### src/rtl/blsq_pkg.sv
// shared types, constants and LED pattern functions for the battery LED bar sequencer
package blsq_pkg;

    localparam int unsigned SOC_W      = 8;
    localparam int unsigned DUR_W      = 16;
    localparam int unsigned FAULT_W    = 16;
    localparam int unsigned LED_W      = 5;
    localparam int unsigned CNT_W      = 8;
    localparam int unsigned STEP_W     = 3;
    localparam int unsigned CFG_IDX_W  = 2;
    localparam int unsigned CFG_DATA_W = 16;
    localparam int unsigned IN_DATA_W  = 48;
    localparam int unsigned OUT_DATA_W = 8;

    localparam logic [LED_W-1:0]   LED_ALL     = 5'h1F;
    localparam logic [LED_W-1:0]   LED_OFF     = 5'h00;
    localparam logic [FAULT_W-1:0] FAULT_MASK  = 16'h2FFA;
    localparam logic [SOC_W-1:0]   FULL_LEVEL  = 8'd99;
    localparam logic [SOC_W-1:0]   LEVEL_20    = 8'd20;
    localparam logic [SOC_W-1:0]   LEVEL_40    = 8'd40;
    localparam logic [SOC_W-1:0]   LEVEL_60    = 8'd60;
    localparam logic [SOC_W-1:0]   LEVEL_80    = 8'd80;
    localparam logic [STEP_W-1:0]  ANIM_LAST   = 3'd5;
    localparam logic [1:0]         BAR_CHARGE  = 2'd1;
    localparam logic [1:0]         BAR_NORMAL  = 2'd0;

    localparam logic [DUR_W-1:0] TEMP_DEFAULT_RST = 16'd30;
    localparam logic [CNT_W-1:0] CHARGE_BLINK_RST = 8'd5;
    localparam logic [CNT_W-1:0] WATER_BLINK_RST  = 8'd2;
    localparam logic [CNT_W-1:0] ANIM_STEP_RST    = 8'd1;

    typedef enum logic [2:0] {
        CMD_TICK      = 3'd0,
        CMD_TEMP      = 3'd1,
        CMD_BOOT      = 3'd2,
        CMD_SHUTDOWN  = 3'd3,
        CMD_DISCHARGE = 3'd4,
        CMD_CHARGE    = 3'd5,
        CMD_WATER     = 3'd6,
        CMD_BAR_MODE  = 3'd7
    } cmd_t;

    typedef enum logic [CFG_IDX_W-1:0] {
        REG_TEMP_DEFAULT = 2'd0,
        REG_CHARGE_BLINK = 2'd1,
        REG_WATER_BLINK  = 2'd2,
        REG_ANIM_STEP    = 2'd3
    } reg_idx_t;

    typedef enum logic [4:0] {
        MODE_NORMAL   = 5'b00001,
        MODE_TEMP     = 5'b00010,
        MODE_BOOT_ON  = 5'b00100,
        MODE_BOOT_OFF = 5'b01000,
        MODE_SHUTDOWN = 5'b10000
    } mode_t;

    typedef struct packed {
        logic [CNT_W-1:0] anim_step_ticks;
        logic [CNT_W-1:0] water_blink_ticks;
        logic [CNT_W-1:0] charge_blink_ticks;
        logic [DUR_W-1:0] temp_default_ticks;
    } cfg_t;

    // packed from the top: last member sits in the lowest bits
    typedef struct packed {
        logic               pad;
        logic               discharge_cutoff_error;
        logic               temp_break_error;
        logic [FAULT_W-1:0] fault_word;
        logic               startup_busy;
        logic               sleep_pending;
        logic [1:0]         bar_mode;
        logic               enable;
        logic [DUR_W-1:0]   duration;
        logic [SOC_W-1:0]   soc_value;
    } item_t;

    typedef struct packed {
        logic             water_alarm_active;
        logic             shutdown_active;
        logic             enter_deep_sleep;
        logic [LED_W-1:0] led_mask;
    } result_t;

    function automatic logic [LED_W-1:0] level_mask(input logic [SOC_W-1:0] soc);
        logic [LED_W-1:0] m;
        m    = 5'b00001;
        m[1] = (soc >= LEVEL_20);
        m[2] = (soc >= LEVEL_40);
        m[3] = (soc >= LEVEL_60);
        m[4] = (soc >= LEVEL_80);
        return m;
    endfunction

    function automatic logic [LED_W-1:0] fill_mask(input logic [STEP_W-1:0] step);
        logic [LED_W:0] ones;
        ones = (6'd1 << step) - 6'd1;
        return ones[LED_W-1:0];
    endfunction

    function automatic logic [LED_W-1:0] charge_mask(input logic [SOC_W-1:0] soc,
                                                    input logic           blink_on);
        logic [STEP_W-1:0] stage;
        logic [LED_W-1:0]  m;
        if (soc < LEVEL_20)
            stage = 3'd0;
        else if (soc < LEVEL_40)
            stage = 3'd1;
        else if (soc < LEVEL_60)
            stage = 3'd2;
        else if (soc < LEVEL_80)
            stage = 3'd3;
        else
            stage = 3'd4;
        m = fill_mask(stage);
        if (blink_on)
            m = m | (5'b00001 << stage);
        return m;
    endfunction

endpackage

### src/rtl/blsq_cfg.sv
// configuration register bank with reset defaults
module blsq_cfg
    import blsq_pkg::*;
(
    input  logic                  clk,
    input  logic                  rst_n,
    input  logic                  cfg_we,
    input  logic [CFG_IDX_W-1:0]  cfg_index,
    input  logic [CFG_DATA_W-1:0] cfg_data,
    output cfg_t                  cfg
);

    cfg_t cfg_reg;
    cfg_t cfg_next;

    always_comb
    begin
        cfg_next = cfg_reg;
        if (cfg_we)
        begin
            case (reg_idx_t'(cfg_index))
                REG_TEMP_DEFAULT: cfg_next.temp_default_ticks = cfg_data;
                REG_CHARGE_BLINK: cfg_next.charge_blink_ticks = cfg_data[CNT_W-1:0];
                REG_WATER_BLINK:  cfg_next.water_blink_ticks  = cfg_data[CNT_W-1:0];
                REG_ANIM_STEP:    cfg_next.anim_step_ticks    = cfg_data[CNT_W-1:0];
                default:          cfg_next = cfg_reg;
            endcase
        end
    end

    always_ff @(posedge clk or negedge rst_n)
    begin
        if (!rst_n)
        begin
            cfg_reg.temp_default_ticks <= TEMP_DEFAULT_RST;
            cfg_reg.charge_blink_ticks <= CHARGE_BLINK_RST;
            cfg_reg.water_blink_ticks  <= WATER_BLINK_RST;
            cfg_reg.anim_step_ticks    <= ANIM_STEP_RST;
        end
        else
        begin
            cfg_reg <= cfg_next;
        end
    end

    assign cfg = cfg_reg;

endmodule

### src/rtl/blsq_core.sv
// display state and single-pass update of the LED bar for one request
module blsq_core
    import blsq_pkg::*;
(
    input  logic    clk,
    input  logic    rst_n,
    input  cfg_t    cfg,
    input  logic    step_en,
    input  cmd_t    cmd,
    input  item_t   item,
    output result_t res
);

    mode_t              mode_reg, mode_next;
    logic [STEP_W-1:0]  anim_step_reg, anim_step_next;
    logic [CNT_W-1:0]   anim_cnt_reg, anim_cnt_next;
    logic [DUR_W-1:0]   temp_cnt_reg, temp_cnt_next;
    logic [SOC_W-1:0]   temp_level_reg, temp_level_next;
    logic [DUR_W-1:0]   temp_dur_reg, temp_dur_next;
    logic               discharge_en_reg, discharge_en_next;
    logic               charge_en_reg, charge_en_next;
    logic               water_en_reg, water_en_next;
    logic               water_phase_reg, water_phase_next;
    logic [CNT_W-1:0]   water_cnt_reg, water_cnt_next;
    logic               blink_on_reg, blink_on_next;
    logic [CNT_W-1:0]   charge_cnt_reg, charge_cnt_next;
    logic               shutdown_reg, shutdown_next;
    logic [1:0]         bar_mode_reg, bar_mode_next;
    logic [LED_W-1:0]   led_reg, led_next;

    logic               sleep_pulse;
    logic               run_normal;
    logic               anim_due;
    logic               fault;
    logic [CNT_W-1:0]   anim_cnt_inc;
    logic [CNT_W-1:0]   water_cnt_inc;
    logic [CNT_W-1:0]   charge_cnt_inc;
    logic [DUR_W-1:0]   temp_cnt_inc;

    assign anim_cnt_inc   = anim_cnt_reg + 8'd1;
    assign water_cnt_inc  = water_cnt_reg + 8'd1;
    assign charge_cnt_inc = charge_cnt_reg + 8'd1;
    assign temp_cnt_inc   = temp_cnt_reg + 16'd1;
    assign anim_due       = (anim_cnt_inc >= cfg.anim_step_ticks);
    assign fault          = ((item.fault_word & FAULT_MASK) != '0) || item.temp_break_error
                            || item.discharge_cutoff_error;

    always_comb
    begin
        mode_next         = mode_reg;
        anim_step_next    = anim_step_reg;
        anim_cnt_next     = anim_cnt_reg;
        temp_cnt_next     = temp_cnt_reg;
        temp_level_next   = temp_level_reg;
        temp_dur_next     = temp_dur_reg;
        discharge_en_next = discharge_en_reg;
        charge_en_next    = charge_en_reg;
        water_en_next     = water_en_reg;
        water_phase_next  = water_phase_reg;
        water_cnt_next    = water_cnt_reg;
        blink_on_next     = blink_on_reg;
        charge_cnt_next   = charge_cnt_reg;
        shutdown_next     = shutdown_reg;
        bar_mode_next     = bar_mode_reg;
        led_next          = led_reg;
        sleep_pulse       = 1'b0;
        run_normal        = 1'b0;

        case (cmd)
            CMD_TICK:
            begin
                if (item.startup_busy)
                begin
                    led_next = led_reg;
                end
                else if (water_en_reg && (mode_reg != MODE_SHUTDOWN))
                begin
                    if (water_cnt_inc >= cfg.water_blink_ticks)
                    begin
                        water_cnt_next   = '0;
                        water_phase_next = !water_phase_reg;
                        led_next         = water_phase_reg ? LED_OFF : LED_ALL;
                    end
                    else
                    begin
                        water_cnt_next = water_cnt_inc;
                    end
                end
                else
                begin
                    if (water_en_reg)
                        led_next = LED_OFF;
                    // animation counter is shared by boot and shutdown
                    if ((mode_reg == MODE_BOOT_ON) || (mode_reg == MODE_BOOT_OFF)
                        || (mode_reg == MODE_SHUTDOWN))
                        anim_cnt_next = anim_due ? '0 : anim_cnt_inc;
                    case (mode_reg)
                        MODE_TEMP:
                        begin
                            if (temp_cnt_inc >= temp_dur_reg)
                            begin
                                temp_cnt_next = '0;
                                mode_next     = MODE_NORMAL;
                                led_next      = LED_OFF;
                            end
                            else
                            begin
                                temp_cnt_next = temp_cnt_inc;
                                led_next      = level_mask(temp_level_reg);
                            end
                        end
                        MODE_BOOT_ON:
                        begin
                            if (anim_due)
                            begin
                                if (anim_step_reg < ANIM_LAST)
                                begin
                                    anim_step_next = anim_step_reg + 3'd1;
                                    led_next       = fill_mask(anim_step_reg + 3'd1);
                                end
                                else
                                begin
                                    anim_step_next = '0;
                                    mode_next      = MODE_BOOT_OFF;
                                    led_next       = LED_OFF;
                                end
                            end
                        end
                        MODE_BOOT_OFF:
                        begin
                            if (anim_due)
                            begin
                                anim_step_next    = '0;
                                mode_next         = MODE_NORMAL;
                                discharge_en_next = 1'b1;
                                bar_mode_next     = BAR_NORMAL;
                                led_next          = level_mask(item.soc_value);
                            end
                        end
                        MODE_SHUTDOWN:
                        begin
                            if (anim_due)
                            begin
                                if (anim_step_reg < ANIM_LAST)
                                begin
                                    anim_step_next = anim_step_reg + 3'd1;
                                    led_next       = LED_ALL >> (anim_step_reg + 3'd1);
                                end
                                else
                                begin
                                    anim_step_next    = '0;
                                    mode_next         = MODE_NORMAL;
                                    shutdown_next     = 1'b0;
                                    discharge_en_next = 1'b0;
                                    charge_en_next    = 1'b0;
                                    led_next          = LED_OFF;
                                    sleep_pulse       = 1'b1;
                                end
                            end
                        end
                        MODE_NORMAL: run_normal = 1'b1;
                        default:     run_normal = 1'b1;
                    endcase

                    if (run_normal)
                    begin
                        if (item.sleep_pending)
                        begin
                            led_next = LED_OFF;
                        end
                        else if (charge_en_reg || (bar_mode_reg == BAR_CHARGE))
                        begin
                            if (charge_cnt_inc >= cfg.charge_blink_ticks)
                            begin
                                charge_cnt_next = '0;
                                blink_on_next   = !blink_on_reg;
                            end
                            else
                            begin
                                charge_cnt_next = charge_cnt_inc;
                            end
                            if (item.soc_value >= FULL_LEVEL)
                                led_next = LED_ALL;
                            else
                                led_next = charge_mask(item.soc_value, blink_on_next);
                        end
                        else if (discharge_en_reg)
                        begin
                            if (fault)
                                led_next = {4'b0000, !led_reg[0]};
                            else
                                led_next = level_mask(item.soc_value);
                        end
                        else
                        begin
                            led_next = LED_OFF;
                        end
                    end
                end
            end
            CMD_TEMP:
            begin
                if (!water_en_reg && (mode_reg != MODE_SHUTDOWN))
                begin
                    temp_level_next = item.soc_value;
                    temp_dur_next   = (item.duration != '0) ? item.duration
                                                            : cfg.temp_default_ticks;
                    temp_cnt_next   = '0;
                    mode_next       = MODE_TEMP;
                    led_next        = level_mask(item.soc_value);
                end
            end
            CMD_BOOT:
            begin
                if (!water_en_reg)
                begin
                    anim_step_next  = '0;
                    anim_cnt_next   = '0;
                    temp_cnt_next   = '0;
                    shutdown_next   = 1'b0;
                    temp_level_next = item.soc_value;
                    mode_next       = MODE_BOOT_ON;
                    led_next        = LED_OFF;
                end
            end
            CMD_SHUTDOWN:
            begin
                if (mode_reg != MODE_SHUTDOWN)
                begin
                    anim_step_next = '0;
                    anim_cnt_next  = '0;
                    temp_cnt_next  = '0;
                    shutdown_next  = 1'b1;
                    mode_next      = MODE_SHUTDOWN;
                    led_next       = LED_ALL;
                end
            end
            CMD_DISCHARGE:
            begin
                discharge_en_next = item.enable;
            end
            CMD_CHARGE:
            begin
                charge_en_next = item.enable;
                if (!item.enable)
                begin
                    blink_on_next   = 1'b1;
                    charge_cnt_next = '0;
                end
            end
            CMD_WATER:
            begin
                water_en_next = item.enable;
                if (!item.enable && water_en_reg)
                begin
                    water_phase_next = 1'b0;
                    water_cnt_next   = '0;
                    led_next         = LED_OFF;
                end
            end
            CMD_BAR_MODE:
            begin
                bar_mode_next = item.bar_mode;
            end
            default:
            begin
                bar_mode_next = item.bar_mode;
            end
        endcase
    end

    always_ff @(posedge clk or negedge rst_n)
    begin
        if (!rst_n)
        begin
            mode_reg         <= MODE_NORMAL;
            anim_step_reg    <= '0;
            anim_cnt_reg     <= '0;
            temp_cnt_reg     <= '0;
            temp_level_reg   <= '0;
            temp_dur_reg     <= TEMP_DEFAULT_RST;
            discharge_en_reg <= 1'b0;
            charge_en_reg    <= 1'b0;
            water_en_reg     <= 1'b0;
            water_phase_reg  <= 1'b0;
            water_cnt_reg    <= '0;
            blink_on_reg     <= 1'b1;
            charge_cnt_reg   <= '0;
            shutdown_reg     <= 1'b0;
            bar_mode_reg     <= BAR_NORMAL;
            led_reg          <= LED_OFF;
        end
        else if (step_en)
        begin
            mode_reg         <= mode_next;
            anim_step_reg    <= anim_step_next;
            anim_cnt_reg     <= anim_cnt_next;
            temp_cnt_reg     <= temp_cnt_next;
            temp_level_reg   <= temp_level_next;
            temp_dur_reg     <= temp_dur_next;
            discharge_en_reg <= discharge_en_next;
            charge_en_reg    <= charge_en_next;
            water_en_reg     <= water_en_next;
            water_phase_reg  <= water_phase_next;
            water_cnt_reg    <= water_cnt_next;
            blink_on_reg     <= blink_on_next;
            charge_cnt_reg   <= charge_cnt_next;
            shutdown_reg     <= shutdown_next;
            bar_mode_reg     <= bar_mode_next;
            led_reg          <= led_next;
        end
    end

    assign res.led_mask           = led_next;
    assign res.enter_deep_sleep   = sleep_pulse;
    assign res.shutdown_active    = shutdown_next;
    assign res.water_alarm_active = water_en_next;

    // shutdown flag tracks the shutdown mode exactly
    assert property (@(posedge clk) disable iff (!rst_n)
        shutdown_reg == (mode_reg == MODE_SHUTDOWN))
        else $error("shutdown flag out of step with mode");

    assert property (@(posedge clk) disable iff (!rst_n)
        anim_step_reg <= ANIM_LAST)
        else $error("animation step beyond last segment");

    assert property (@(posedge clk) disable iff (!rst_n)
        (step_en && sleep_pulse) |=> (mode_reg == MODE_NORMAL) && !discharge_en_reg
                                     && !charge_en_reg && (led_reg == LED_OFF))
        else $error("end of shutdown left state behind");

    assert property (@(posedge clk) disable iff (!rst_n)
        sleep_pulse |-> (mode_reg == MODE_SHUTDOWN) && (cmd == CMD_TICK))
        else $error("deep sleep pulse outside shutdown");

endmodule

### src/rtl/battery_led_bar_sequencer.sv
// top level of the battery LED bar sequencer: request register, core, result register
//
// s_tuser carries the command code and s_tdata its operands; every request,
// ticks and commands alike, gives exactly one result on the m_ side.
// A request is taken into an input register, the display state is updated in
// one pass of logic and the result lands in an output register, from which it
// is shown on m_tdata. Throughput is one request per cycle while m_tready stays
// high; the input register refills in the same cycle that its request moves on
// into the output register. When the receiver stalls the output register holds
// its result, the input register holds one more request and s_tready then drops
// until m_tready returns. The cfg_ port writes the four timing registers one at
// a time; writes are meant for idle periods only.
// Reset clears the valid flags of both registers, the display state goes to
// normal mode with all LEDs off and the timing registers take their default values.
module battery_led_bar_sequencer
    import blsq_pkg::*;
(
    input  logic                  clk,
    input  logic                  rst_n,
    input  logic                  s_tvalid,
    output logic                  s_tready,
    // soc_value, duration, enable, bar_mode, sleep_pending, startup_busy,
    // fault_word, temp_break_error, discharge_cutoff_error, zero pad
    input  logic [IN_DATA_W-1:0]  s_tdata,
    // cmd
    input  logic [2:0]            s_tuser,
    output logic                  m_tvalid,
    input  logic                  m_tready,
    // led_mask, enter_deep_sleep, shutdown_active, water_alarm_active
    output logic [OUT_DATA_W-1:0] m_tdata,
    input  logic                  cfg_we,
    input  logic [CFG_IDX_W-1:0]  cfg_index,
    input  logic [CFG_DATA_W-1:0] cfg_data
);

    cfg_t    cfg;
    result_t res;
    logic    in_valid_reg, in_valid_next;
    cmd_t    in_cmd_reg;
    item_t   in_item_reg;
    logic    out_valid_reg, out_valid_next;
    result_t out_data_reg;
    logic    advance;

    assign advance  = in_valid_reg && (!out_valid_reg || m_tready);
    assign s_tready = !in_valid_reg || advance;

    always_comb
    begin
        in_valid_next = in_valid_reg;
        if (s_tvalid && s_tready)
            in_valid_next = 1'b1;
        else if (advance)
            in_valid_next = 1'b0;

        out_valid_next = out_valid_reg;
        if (advance)
            out_valid_next = 1'b1;
        else if (m_tready)
            out_valid_next = 1'b0;
    end

    always_ff @(posedge clk or negedge rst_n)
    begin
        if (!rst_n)
        begin
            in_valid_reg  <= 1'b0;
            out_valid_reg <= 1'b0;
        end
        else
        begin
            in_valid_reg  <= in_valid_next;
            out_valid_reg <= out_valid_next;
        end
    end

    always_ff @(posedge clk)
    begin
        if (s_tvalid && s_tready)
        begin
            in_cmd_reg  <= cmd_t'(s_tuser);
            in_item_reg <= item_t'(s_tdata);
        end
        if (advance)
            out_data_reg <= res;
    end

    blsq_cfg u_cfg (
        .clk       (clk),
        .rst_n     (rst_n),
        .cfg_we    (cfg_we),
        .cfg_index (cfg_index),
        .cfg_data  (cfg_data),
        .cfg       (cfg)
    );

    blsq_core u_core (
        .clk     (clk),
        .rst_n   (rst_n),
        .cfg     (cfg),
        .step_en (advance),
        .cmd     (in_cmd_reg),
        .item    (in_item_reg),
        .res     (res)
    );

    assign m_tvalid = out_valid_reg;
    assign m_tdata  = OUT_DATA_W'(out_data_reg);

endmodule

### config.mk
export PLATFORM = sky130hd
export DESIGN_NAME = battery_led_bar_sequencer
export DESIGN_NICKNAME = d
export VERILOG_FILES = /design/src/rtl/blsq_pkg.sv /design/src/rtl/blsq_cfg.sv /design/src/rtl/blsq_core.sv /design/src/rtl/battery_led_bar_sequencer.sv
export SDC_FILE = /design/constraint.sdc
export NUM_CORES = 1
export LEC_CHECK = 0
export ABC_AREA = 1
export CORE_ASPECT_RATIO = 1.75
export CORE_MARGIN = 3
export CORE_UTILIZATION = 40
export CTS_CLUSTER_DIAMETER = 60
export DETAILED_ROUTE_END_ITERATION = 10
export DONT_BUFFER_PORTS = 1
export HOLD_SLACK_MARGIN = 0.03
export PLACE_DENSITY_LB_ADDON = 0.12
export SYNTH_ARGS = -nofsm -noshare
export SYNTH_HDL_FRONTEND = slang
export SYNTH_SLANG_ARGS = --single-unit
### constraint.sdc
create_clock -name clk -period 3.6 [get_ports clk]
set_clock_uncertainty 0.15 [all_clocks]
set_input_delay 0.72 -clock clk [delete_from_list [all_inputs] [get_ports clk]]
set_output_delay 0.72 -clock clk [all_outputs]
set_load 0.05 [all_outputs]
==> Implementation_results.wiki, run 1 <==
{| class="wikitable"
! Metric !! Value
|-
| Dpl hpwl || 19100 um
|-
| Area overhead of the layout relative to synthesis || 13.6%
|-
| Number of antenna diodes || 0
|-
| Via density per instance || 5.06
|-
| Endpoint of the lowest-slack register-to-register path || m_tdata[3]
|-
| Time the final worst path needs with I/O delays and setup || 3500 ps
|-
| GRT Residual Overflow || 0
|-
| First-pass DRT Iterations || 5
|-
| Yosys Warn Count || 0
|-
| Library cells used by synthesis || 58
|-
| Clock-pin transition on the worst setup and hold timing paths || 70 ps
|-
| Initial standard-cell utilization of the core || 40.8%
|-
| Required arrival time at the worst endpoint || 3630 ps
|-
| Final setup violation count || 0
|-
| Ratio of total power to cell area || 682 nW/um2
|-
| Clock tree from TritonCTS || done
|-
| Root Driver || clkbuf_16
|-
| Number of cells on the worst reg-to-reg path || 24
|-
| DRC violation total after the first TritonRoute iteration || 345
|-
| Sequential area share after synthesis || 47.2%
|-
| Fmax || 286 MHz
|-
| Area inside the core boundary || 24600 um2
|-
| RSZ-0062 raised after global routing || yes
|-
| Flip-flop cell with the highest count after synthesis || dfrtp_1
|-
| Largest net degree at the start of global routing || 126
|-
| Kind of end point of the critical path || register
|-
| Number of antenna violations at the first check in global routing || 0
|-
| Leak pwr || 0.00548 uW
|-
| Most area-hungry cell type in the Yosys netlist || dfrtp_1
|-
| Crit Path Category || reg2reg
|-
| Share of final-layout standard cells stronger than drive strength 1 || 13.5%
|-
| Number of CTS-inserted buffers || 17
|-
| Post-route worst hold slack || -185 ps
|-
| Final hold violation count || 112
|-
| Clock H-tree levels || 4
|-
| Wire length of the first global-routing pass || 40200 um
|-
| Worst setup SP type || register
|-
| Number of nets at the end of the flow || 1373
|-
| # clock sinks || 178
|-
| Number of placed I/O pins || 84
|-
| EDFF count, synth || 53
|-
| Status || finished with violations
|-
| Period utilization || 97.3%
|-
| Die Y-Extent || 216 um
|-
| Synth top area share || 27.7%
|-
| Post-Synthesis Cell Area || 10000 um2
|-
| Syn_nets || 1337
|-
| Worst reg2reg setup slack || 100 ps
|-
| GRT Resource Usage Total || 19.0%
|-
| Total wire length after detailed routing || 25000 um
|-
| Arrival time at the worst endpoint || 3540 ps
|-
| Die outline width || 126 um
|-
| Worst-Skew Late Latency || 450 ps
|-
| Overall via count from detail_route || 7939
|-
| Yosys reg bits || 178
|-
| Cell types with the largest area share after synthesis || dfrtp_1 28%, edfxtp_1 16%, nand2_1 11%
|-
| Per-cell routed wire length || 15.9 um
|-
| Worst ir drop on vdd || 373 uV
|-
| Final-report max-slew violation count || 0
|-
| Share of async-settable or async-resettable flops after synthesis || 70.2%
|-
| Num rows || 76
|-
| Number of standard cells after synthesis || 1207
|-
| Number of buffers added on ports || 0
|-
| Area after detailed placement || 10600 um2
|-
| Largest fanout on the critical path || 3
|-
| Final total negative setup slack || 0 ps
|-
| Worst Max-Slew Pin Slew || 1020 ps
|-
| Post-synthesis average cell area || 8.32 um2
|-
| Reported max-cap violation count || 0
|-
| Post-detailed-route DRC marker count || 0
|-
| Violations in the final reports || hold timing
|-
| Via count of the first global-routing pass || 8177
|-
| Final weighted congestion in routability-driven placement || 0.913
|-
| Finished Cell Area || 11400 um2
|-
| Max-Slew Margin vs Limit || 32.0%
|-
| Crit Reg-Reg Startpoint || u_core.temp_cnt_reg[0]
|-
| Routed Antenna Nets || 0
|-
| Die outline area || 27100 um2
|-
| Worst hold path type || in2async
|-
| Number of flip-flops under the largest register name || 42
|-
| Maximum clock insertion buffer count || 2
|-
| Worst Slack Setup Final || 97.6 ps
|-
| Most frequent cells after synthesis || 281 x nand2_1, 207 x inv_1, 130 x o21ai_0
|-
| Worst slack after detailed placement || -176 ps
|-
| Most frequent cell after synthesis || nand2_1
|}
through the flow:
stage	util, %	power [uW]	hold slack (ps)	cells
6_report	46.3	7780	-185	1568
2_1_floorplan	-	4940	274	1207
5_1_grt	46.3	8410	-211	1568
3_3_place_gp	42.9	5650	278	1530
3_5_place_dp	42.9	5710	279	1530
4_1_cts	45.7	7780	-215	1565
final cells by class:
type,count,area [um2]
repair buffers,33,248
well taps,312,390
clock inverters,14,191
flip-flops and latches,178,4740
clock buffers,18,450
fillers,2466,13200
multi-input cells,794,4560
inverters,219,825
cell usage in the layout, fill, tap and decap left out, drive strengths merged:
| cell | n |
|---|---|
| a2111oi | 1 |
| a211oi | 2 |
| a21boi | 4 |
| a21o | 2 |
| a21oi | 43 |
| a221oi | 4 |
| a31oi | 3 |
| a32o | 2 |
| a41oi | 1 |
| buf | 33 |
| bufinv | 3 |
| clkbuf | 18 |
| clkinv | 3 |
| clkinvlp | 3 |
| dfrtp | 111 |
| dfstp | 14 |
| edfxtp | 53 |
| ha | 56 |
| inv | 224 |
| mux2i | 1 |
| nand2 | 284 |
| nand3 | 58 |
| nand3b | 5 |
| nand4 | 17 |
| nor2 | 105 |
| nor3 | 12 |
| nor3b | 2 |
| nor4 | 7 |
| o2111ai | 2 |
| o211ai | 2 |
| o21a | 3 |
| o21ai | 140 |
| o21bai | 2 |
| o22ai | 14 |
| o31ai | 2 |
| o32ai | 2 |
| or2 | 3 |
| xor2 | 15 |
routing by layer:
layer  track usage, %  wire length (um)  up-vias
li1                 -                 -     4005
met1             18.9              9300     3750
met2             36.6             14100      134
met3             3.39               682       50
met4             9.91               932        0
met5                0                 0        -
report_power, final:
| group | internal (uW) | switching (uW) | total (uW) | leakage (uW) |
|---|---|---|---|---|
| registers | 2620 | 414 | 3040 | 0.00208 |
| clock network | 1160 | 857 | 2010 | 0.000306 |
| logic | 999 | 1730 | 2730 | 0.00310 |
| total | 4780 | 3000 | 7780 | 0.00548 |
what timing repair did:
| item | in CTS | in global routing |
|---|---|---|
| buffers inserted | 3 | 3 |
| resized for setup | 8 | 41 |
| endpoints found under the hold margin | 125 | 125 |
| pin swaps | 11 | 23 |
| endpoints found under the setup margin | 9 | 27 |
worst max-delay path, stage by stage (launching register included):
cell	delay, ps
dfrtp_1	390
nand3_2	130
nor2_4	120
inv_2	50
nor3_2	160
nand4_1	170
nor3_2	170
nand4_1	160
xor2_2	200
inv_2	60
ha_4	270
nand2_2	60
inv_2	70
nand3_4	70
nor2_4	100
nand3_2	70
nand4_1	240
buf_4	170
nor2_1	40
nor2_1	80
nand2_1	60
inv_1	50
nand2_1	60
nand2_2	80
a21boi_2	60
worst max-delay path by stage:
stage | start | endpoint | cells past startpoint
after CTS | u_core.temp_cnt_reg[1] | m_tdata[3] | 24
after global placement | u_core.temp_cnt_reg[2] | m_tdata[4] | 21
after global routing | u_core.temp_cnt_reg[0] | u_core.led_reg[3] | 26
after detailed placement | u_core.temp_cnt_reg[2] | m_tdata[4] | 21
after floorplan | u_core.temp_cnt_reg[0] | m_tdata[1] | 21
final | u_core.temp_cnt_reg[0] | m_tdata[3] | 24
logic make-up (layout without fill, tap and decap cells):
family	Yosys count	after routing	share of synthesized area, %
flops	178	178	47.2
xor+xnor	15	15	1.31
buf+inv	235	284	8.97
mux	1	1	0.0997
simple gates	493	493	22.2
fa+ha+maj	56	56	6.98
compound gates	229	229	13.3
No activity file was read; power rests on OpenSTA's default activity.
==> run 2: changes to the inputs <==
CORE_ASPECT_RATIO = 1.1   (was 1.75)
==> run 2 against run 1 <==
The run now ends clean. Die area decreased by 0.27%. Final cell count shrank 0.19%. Global-route usage is 1.1 points lower. Sequential cell count stayed put. Critical path depth is the same. Highest routed layer unchanged.
==> Implementation_results.wiki, run 2 (synthesis results as in run 1) <==
{| class="wikitable"
! Metric !! Value
|-
| Final-report max-slew violation count || 0 (unchanged)
|-
| Sequential cell area in the final layout || 4740 um2 (unchanged)
|-
| Die outline area || 27000 um2 (-0.27%)
|-
| Number of CTS-inserted buffers || 17 (unchanged)
|-
| Final cell utilization of the core || 46.2% (-0.078 points)
|-
| Per-cell routed wire length || 15.0 um (-5.7%)
|-
| Final Instance Count excl. Fillers || 1565 (-0.19%)
|-
| Die outline width || 157 um (+25%)
|-
| Crit Reg-Reg Startpoint || u_core.temp_cnt_reg[1]
|-
| Highest-count cells in the layout ignoring fill and taps || 275 x nand2_1, 202 x inv_1, 127 x o21ai_0
|-
| Largest fanout on the critical path || 4 (+1)
|-
| Time the final worst path needs with I/O delays and setup || 3410 ps (-95.2 ps)
|-
| Worst Max-Slew Pin Slew || 996 ps (-23.9 ps)
|-
| Worst ir drop on vdd || 300 uV (-20%)
|-
| Max-Slew Margin vs Limit || 33.4% (+1.4 points)
|-
| Endpoint of the lowest-slack register-to-register path || m_tdata[3]
|-
| Clock-pin transition on the worst setup and hold timing paths || 70 ps (about the same)
|-
| Via count of the first global-routing pass || 7536 (-7.8%)
|-
| GRT Residual Overflow || 0 (unchanged)
|-
| Area after detailed placement || 10500 um2 (-0.12%)
|-
| Final hold violation count || 0 (-100%)
|-
| Worst-Skew Late Latency || 430 ps (-20 ps)
|-
| Maximum clock insertion buffer count || 2 (unchanged)
|-
| First-pass DRT Iterations || 5 (unchanged)
|-
| Largest net degree at the start of global routing || 126 (unchanged)
|-
| Required arrival time at the worst endpoint || 3620 ps (about the same)
|-
| DRC violation total after the first TritonRoute iteration || 477 (+38%)
|-
| # clock sinks || 178 (unchanged)
|-
| Number of antenna violations at the first check in global routing || 2 (+2)
|-
| Kind of end point of the critical path || register
|-
| Final setup violation count || 0 (unchanged)
|-
| Worst setup SP type || register
|-
| Area overhead of the layout relative to synthesis || 13.0%
|-
| Number of cells in the design after placement || 1525 (-0.33%)
|-
| Post-detailed-route DRC marker count || 0 (unchanged)
|-
| Multi-input combinational cell area || 4540 um2 (-0.52%)
|-
| GRT Resource Usage Total || 17.8% (-1.1 points)
|-
| Routed Antenna Nets || 0 (unchanged)
|-
| Num rows || 60 (-21%)
|-
| Final total negative setup slack || 0 ps (unchanged)
|-
| Worst hold path type || in2async
|-
| Finished Cell Area || 11300 um2 (-0.49%)
|-
| Via density per instance || 4.94 (-2.4%)
|-
| Number of buffers added on ports || 0 (unchanged)
|-
| Overall via count from detail_route || 7737 (-2.5%)
|-
| Ratio of total power to cell area || 673 nW/um2 (-1.4%)
|-
| Period utilization || 94.6% (-2.6 points)
|-
| Status || finished clean
|-
| Fmax || 293 MHz (+2.8%)
|-
| Clock H-tree levels || 4 (unchanged)
|-
| RSZ-0062 raised after global routing || yes
|-
| Most frequent standard cell in the layout excluding fill and tap cells || nand2_1
|-
| Number of placed I/O pins || 84 (unchanged)
|-
| Initial standard-cell utilization of the core || 40.9% (+0.13 points)
|-
| Final weighted congestion in routability-driven placement || 0.889 (-2.7%)
|-
| Die Y-Extent || 172 um (-20%)
|-
| Area inside the core boundary || 24500 um2 (-0.33%)
|-
| Clock tree from TritonCTS || done
|-
| Dpl hpwl || 17400 um (-8.7%)
|-
| Crit Path Category || reg2reg
|-
| Root Driver || clkbuf_16
|-
| Number of nets at the end of the flow || 1370 (-0.22%)
|-
| Total wire length after detailed routing || 23500 um (-5.9%)
|-
| Leak pwr || 0.00546 uW (-0.40%)
|-
| Post-route worst hold slack || 48.4 ps (+234 ps)
|-
| Number of flip-flops under the largest register name || 42 (unchanged)
|-
| Number of fill cells || 2400 (-2.7%)
|-
| Reported max-cap violation count || 0 (unchanged)
|-
| Number of cells on the worst reg-to-reg path || 24 (unchanged)
|-
| Arrival time at the worst endpoint || 3430 ps (-110 ps)
|-
| Wire length of the first global-routing pass || 38400 um (-4.6%)
|-
| Worst reg2reg setup slack || 190 ps (+100 ps)
|-
| Share of final-layout standard cells stronger than drive strength 1 || 12.5% (-1.0 points)
|}
[run 2: how the worst max path moves through the flow]
stage	cells past startpoint	endpoint	start	slack, ps
after floorplan	21	m_tdata[1]	u_core.temp_cnt_reg[0]	500
after detailed placement	22	m_tdata[4]	u_core.temp_cnt_reg[0]	20
after global placement	22	m_tdata[4]	u_core.temp_cnt_reg[1]	60
after global routing	24	u_core.led_reg[3]	u_core.temp_cnt_reg[1]	-70
after CTS	22	m_tdata[1]	u_core.temp_cnt_reg[0]	40
final	24	m_tdata[3]	u_core.temp_cnt_reg[1]	190
[run 2: what timing repair did]
| action | in CTS | in global routing |
|---|---|---|
| endpoints found under the setup margin | 2 | 15 |
| cloned | 0 | 0 |
| resized for setup | 3 | 42 |
| buffers inserted | 0 | 4 |
| pin swaps | 0 | 25 |
| endpoints found under the hold margin | 125 | 113 |
[run 2: worst max-delay path, cell delays in order (launching register included)]
cell and delay (ps):
dfrtp_1 380, nand3_2 120, nor2_4 150, inv_2 60, nor3_2 160, nand4_1 180
nor3_2 190, nand4_1 120, xor2_1 220, inv_1 110, ha_4 290, nand2_4 50
inv_4 50, nand3_4 70, nor2_4 110, nand3_2 70, nand4_1 120, buf_6 140
nor2_1 50, nor2_1 80, nand2_1 50, inv_1 40, nand2_1 60, nand2_2 70
a21boi_1 60
[run 2: through the flow]
step / setup WS (ps) / total power [uW]
finish: 193 / 7630
global route: -71.3 / 8280
CTS: 36.7 / 7540
detailed placement: 15.7 / 5620
global placement: 59.6 / 5560
floorplan: 499 / 4940
[run 2: area by class of cell]
| cell class | instances | share of cell area [%] |
|---|---|---|
| Tap cell | 310 | 3.42 |
| Timing Repair Buffer | 30 | 2.33 |
| Multi-Input combinational cell | 794 | 40.0 |
| Sequential cell | 178 | 41.7 |
| Antenna cell | 2 | 0.0441 |
| Inverter | 219 | 7.29 |
| Clock buffer | 21 | 4.16 |
| Clock inverter | 11 | 1.03 |
[run 2: routing by layer]
layer	part of all wire, %	vias up	track usage [%]
met5	0	-	0
met4	1.3	0	4.83
met3	2.8	21	2.68
met2	47	123	28.9
met1	49	3583	25.1
li1	-	4010	-
[run 2: power by group]
part / total [uW] / leakage [uW] / internal, uW / switching, uW
logic: 2700 / 0.00310 / 1020 / 1680
registers: 3050 / 0.00208 / 2620 / 426
clock network: 1880 / 0.000284 / 1030 / 853
total: 7630 / 0.00546 / 4680 / 2960
==> run 3: changes to the inputs <==
MAX_ROUTING_LAYER = met4   (was unset)
SYNTH_HIERARCHICAL = 1   (was unset)
TNS_END_PERCENT = 1   (was unset)
==> run 3 against run 2 <==
The flow now finishes with violations (hold timing). Final cell count up 2.8%. Core utilization up 0.17 points. Die area up 2.1%. Total power down 12%. Critical path depth unchanged. Fmax down 5.3%. Register-to-register slack worse by 190 ps. Count of clock-buffer cells in the layout down 3. Hold slack worse by 220 ps. Sequential power down 7.5%. Final area up 1.6%. Largest power group unchanged.
==> Implementation_results.wiki, run 3 <==
{| class="wikitable"
! Metric !! Value
|-
| Number of flip-flops under the largest register name || 42 (unchanged)
|-
| Worst-Skew Late Latency || 430 ps (about the same)
|-
| Post-Synthesis Cell Area || 10300 um2 (+2.2%)
|-
| Share of final-layout standard cells stronger than drive strength 1 || 13.0% (+0.56 points)
|-
| Number of standard cells after synthesis || 1233 (+2.2%)
|-
| Clock-pin transition on the worst setup and hold timing paths || 80 ps (about the same)
|-
| Status || finished with violations
|-
| Finished Cell Area || 11500 um2 (+1.6%)
|-
| Maximum clock insertion buffer count || 2 (unchanged)
|-
| Reported max-cap violation count || 0 (unchanged)
|-
| Worst Slack Setup Final || 1.02 ps (-192 ps)
|-
| Endpoint of the most critical setup path || m_tdata[2]
|-
| Largest fanout on the critical path || 6 (+2)
|-
| Initial standard-cell utilization of the core || 41.3% (+0.40 points)
|-
| Via count of the first global-routing pass || 7733 (+2.6%)
|-
| Area after detailed placement || 10700 um2 (+1.8%)
|-
| Period utilization || 100% (+5.3 points)
|-
| Number of nets at the end of the flow || 1384 (+1.0%)
|-
| RSZ-0062 raised after global routing || yes
|-
| Post-route worst hold slack || -173 ps (-221 ps)
|-
| Kind of end point of the critical path || register
|-
| Multi-input combinational cell area || 4720 um2 (+3.9%)
|-
| Worst Max-Slew Pin Slew || 638 ps (-358 ps)
|-
| Endpoint of the lowest-slack register-to-register path || m_tdata[2]
|-
| Number of fill cells || 2495 (+4.0%)
|-
| Die outline area || 27600 um2 (+2.1%)
|-
| First-pass DRT Iterations || 5 (unchanged)
|-
| Largest net degree at the start of global routing || 126 (unchanged)
|-
| Crit Reg-Reg Startpoint || u_core/temp_cnt_reg[0]
|-
| Number of placed I/O pins || 84 (unchanged)
|-
| Die Y-Extent || 174 um (+1.1%)
|-
| Per-cell routed wire length || 15.2 um (+0.91%)
|-
| Worst ir drop on vdd || 274 uV (-8.8%)
|-
| Final Power || 6740 uW (-12%)
|-
| Final-report max-slew violation count || 0 (unchanged)
|-
| Dpl hpwl || 17900 um (+2.9%)
|-
| Time the final worst path needs with I/O delays and setup || 3600 ps (+192 ps)
|-
| Routed Antenna Nets || 0 (unchanged)
|-
| Area overhead of the layout relative to synthesis || 12.3%
|-
| Timing startpoint of the critical path || u_core/temp_cnt_reg[0]
|-
| Post-detailed-route DRC marker count || 0 (unchanged)
|-
| Crit Path Category || reg2reg
|-
| Worst reg2reg setup slack || 1 ps (-190 ps)
|-
| GRT Residual Overflow || 0 (unchanged)
|-
| Post-synthesis average cell area || 8.32 um2 (about the same)
|-
| Area inside the core boundary || 24800 um2 (+1.2%)
|-
| Max-Slew Margin vs Limit || 57.5% (+24 points)
|-
| Via density per instance || 5.02 (+1.6%)
|-
| # clock sinks || 178 (unchanged)
|-
| Required arrival time at the worst endpoint || 3620 ps (about the same)
|-
| Number of antenna violations at the first check in global routing || 0 (-2)
|-
| Fmax || 278 MHz (-5.3%)
|-
| Syn_nets || 1362 (+1.9%)
|-
| Root Driver || clkbuf_16
|-
| Worst slack after detailed placement || -68.7 ps (-84.4 ps)
|-
| Yosys Warn Count || 6 (+6)
|-
| GRT Resource Usage Total || 18.5% (+0.61 points)
|-
| Number of antenna diodes || 0 (-2)
|-
| Highest-count cells in the layout ignoring fill and taps || 290 x nand2_1, 204 x inv_1, 111 x dfrtp_1
|-
| Clock H-tree levels || 4 (unchanged)
|-
| Ratio of total power to cell area || 585 nW/um2 (-13%)
|-
| Violations in the final reports || hold timing
|-
| Wire length of the first global-routing pass || 40400 um (+5.2%)
|-
| Final hold violation count || 111 (+111)
|-
| Leak pwr || 0.00569 uW (+4.2%)
|-
| Number of CTS-inserted buffers || 17 (unchanged)
|-
| Final setup violation count || 0 (unchanged)
|-
| Worst hold path type || in2async
|-
| Number of buffers added on ports || 0 (unchanged)
|-
| Worst setup SP type || register
|-
| Clock tree from TritonCTS || done
|-
| Most frequent standard cell in the layout excluding fill and tap cells || nand2_1
|-
| DRC violation total after the first TritonRoute iteration || 529 (+11%)
|-
| Die outline width || 159 um (+1.1%)
|-
| Total wire length after detailed routing || 24400 um (+3.8%)
|-
| Arrival time at the worst endpoint || 3620 ps (+190 ps)
|-
| Num rows || 60 (unchanged)
|-
| Number of cells on the worst reg-to-reg path || 24 (unchanged)
|-
| Sequential cell area in the final layout || 4740 um2 (unchanged)
|-
| Overall via count from detail_route || 8084 (+4.5%)
|-
| Final weighted congestion in routability-driven placement || 0.896 (+0.82%)
|}
[run 3: worst min-delay path by stage]
stage	from	slack, ps	end	depth (start not counted)
detailed placement	rst_n	280	u_core/temp_cnt_reg[13]	0
CTS	rst_n	-190	u_core/temp_cnt_reg[13]	0
floorplan	rst_n	270	in_valid_reg	0
finish	rst_n	-170	u_core/temp_cnt_reg[8]	0
global route	rst_n	-200	u_core/temp_cnt_reg[11]	0
global placement	rst_n	280	u_core/temp_cnt_reg[11]	0
[run 3: final cells by class]
type / instances / area share, %
sequential: 178 / 41.1
clock buffer: 18 / 3.72
timing repair buffer: 26 / 1.87
inverter: 220 / 7.18
clock inverter: 14 / 1.52
multi-input combinational: 812 / 40.9
tap: 341 / 3.70
[run 3: per-layer routing]
layer	wire length [um]	share of wire, %	up-vias	GRT usage (%)
met5	0	0	-	-
met4	301	1.2	0	4.27
met3	889	3.6	20	2.98
met2	11000	45	154	28.0
met1	12200	50	3828	26.1
li1	-	-	4082	-
[run 3: repair_timing]
item                                   4_1_cts  5_1_grt
setup buffers                                0        1
pin swaps                                    1       22
gates resized for setup                      3       41
setup endpoints to repair                   14       18
endpoints found under the hold margin      125      123
[run 3: power breakdown]
part	leakage, uW	internal, uW	switching (uW)
clock network	0.000288	1050	893
registers	0.00207	2510	310
logic	0.00333	732	1240
[run 3: per-stage QoR]
stage,utilization [%],TNS [ps],instances
5_1_grt,46.4,-2870,1609
3_3_place_gp,43.2,-37.7,1576
6_report,46.4,0,1609
3_5_place_dp,43.2,-306,1576
4_1_cts,45.7,0,1608
2_1_floorplan,-,0,1233
[run 3: critical path, cell delays in order (launching register included)]
cell and delay, ps:
dfrtp_1 350, ha_2 190, nand2_2 80, nor2_4 120
nand3_2 90, nor3_2 190, inv_1 90, nor4_2 250
buf_4 180, nand2_4 50, xor2_2 160, inv_2 70
ha_4 270, nand2_4 50, nor2_4 120, nand4_1 110
inv_2 90, nand3_2 70, nand4_1 100, buf_6 140
nor2_1 50, a21oi_1 110, nand3_1 90, nand2_1 110
a21boi_1 70
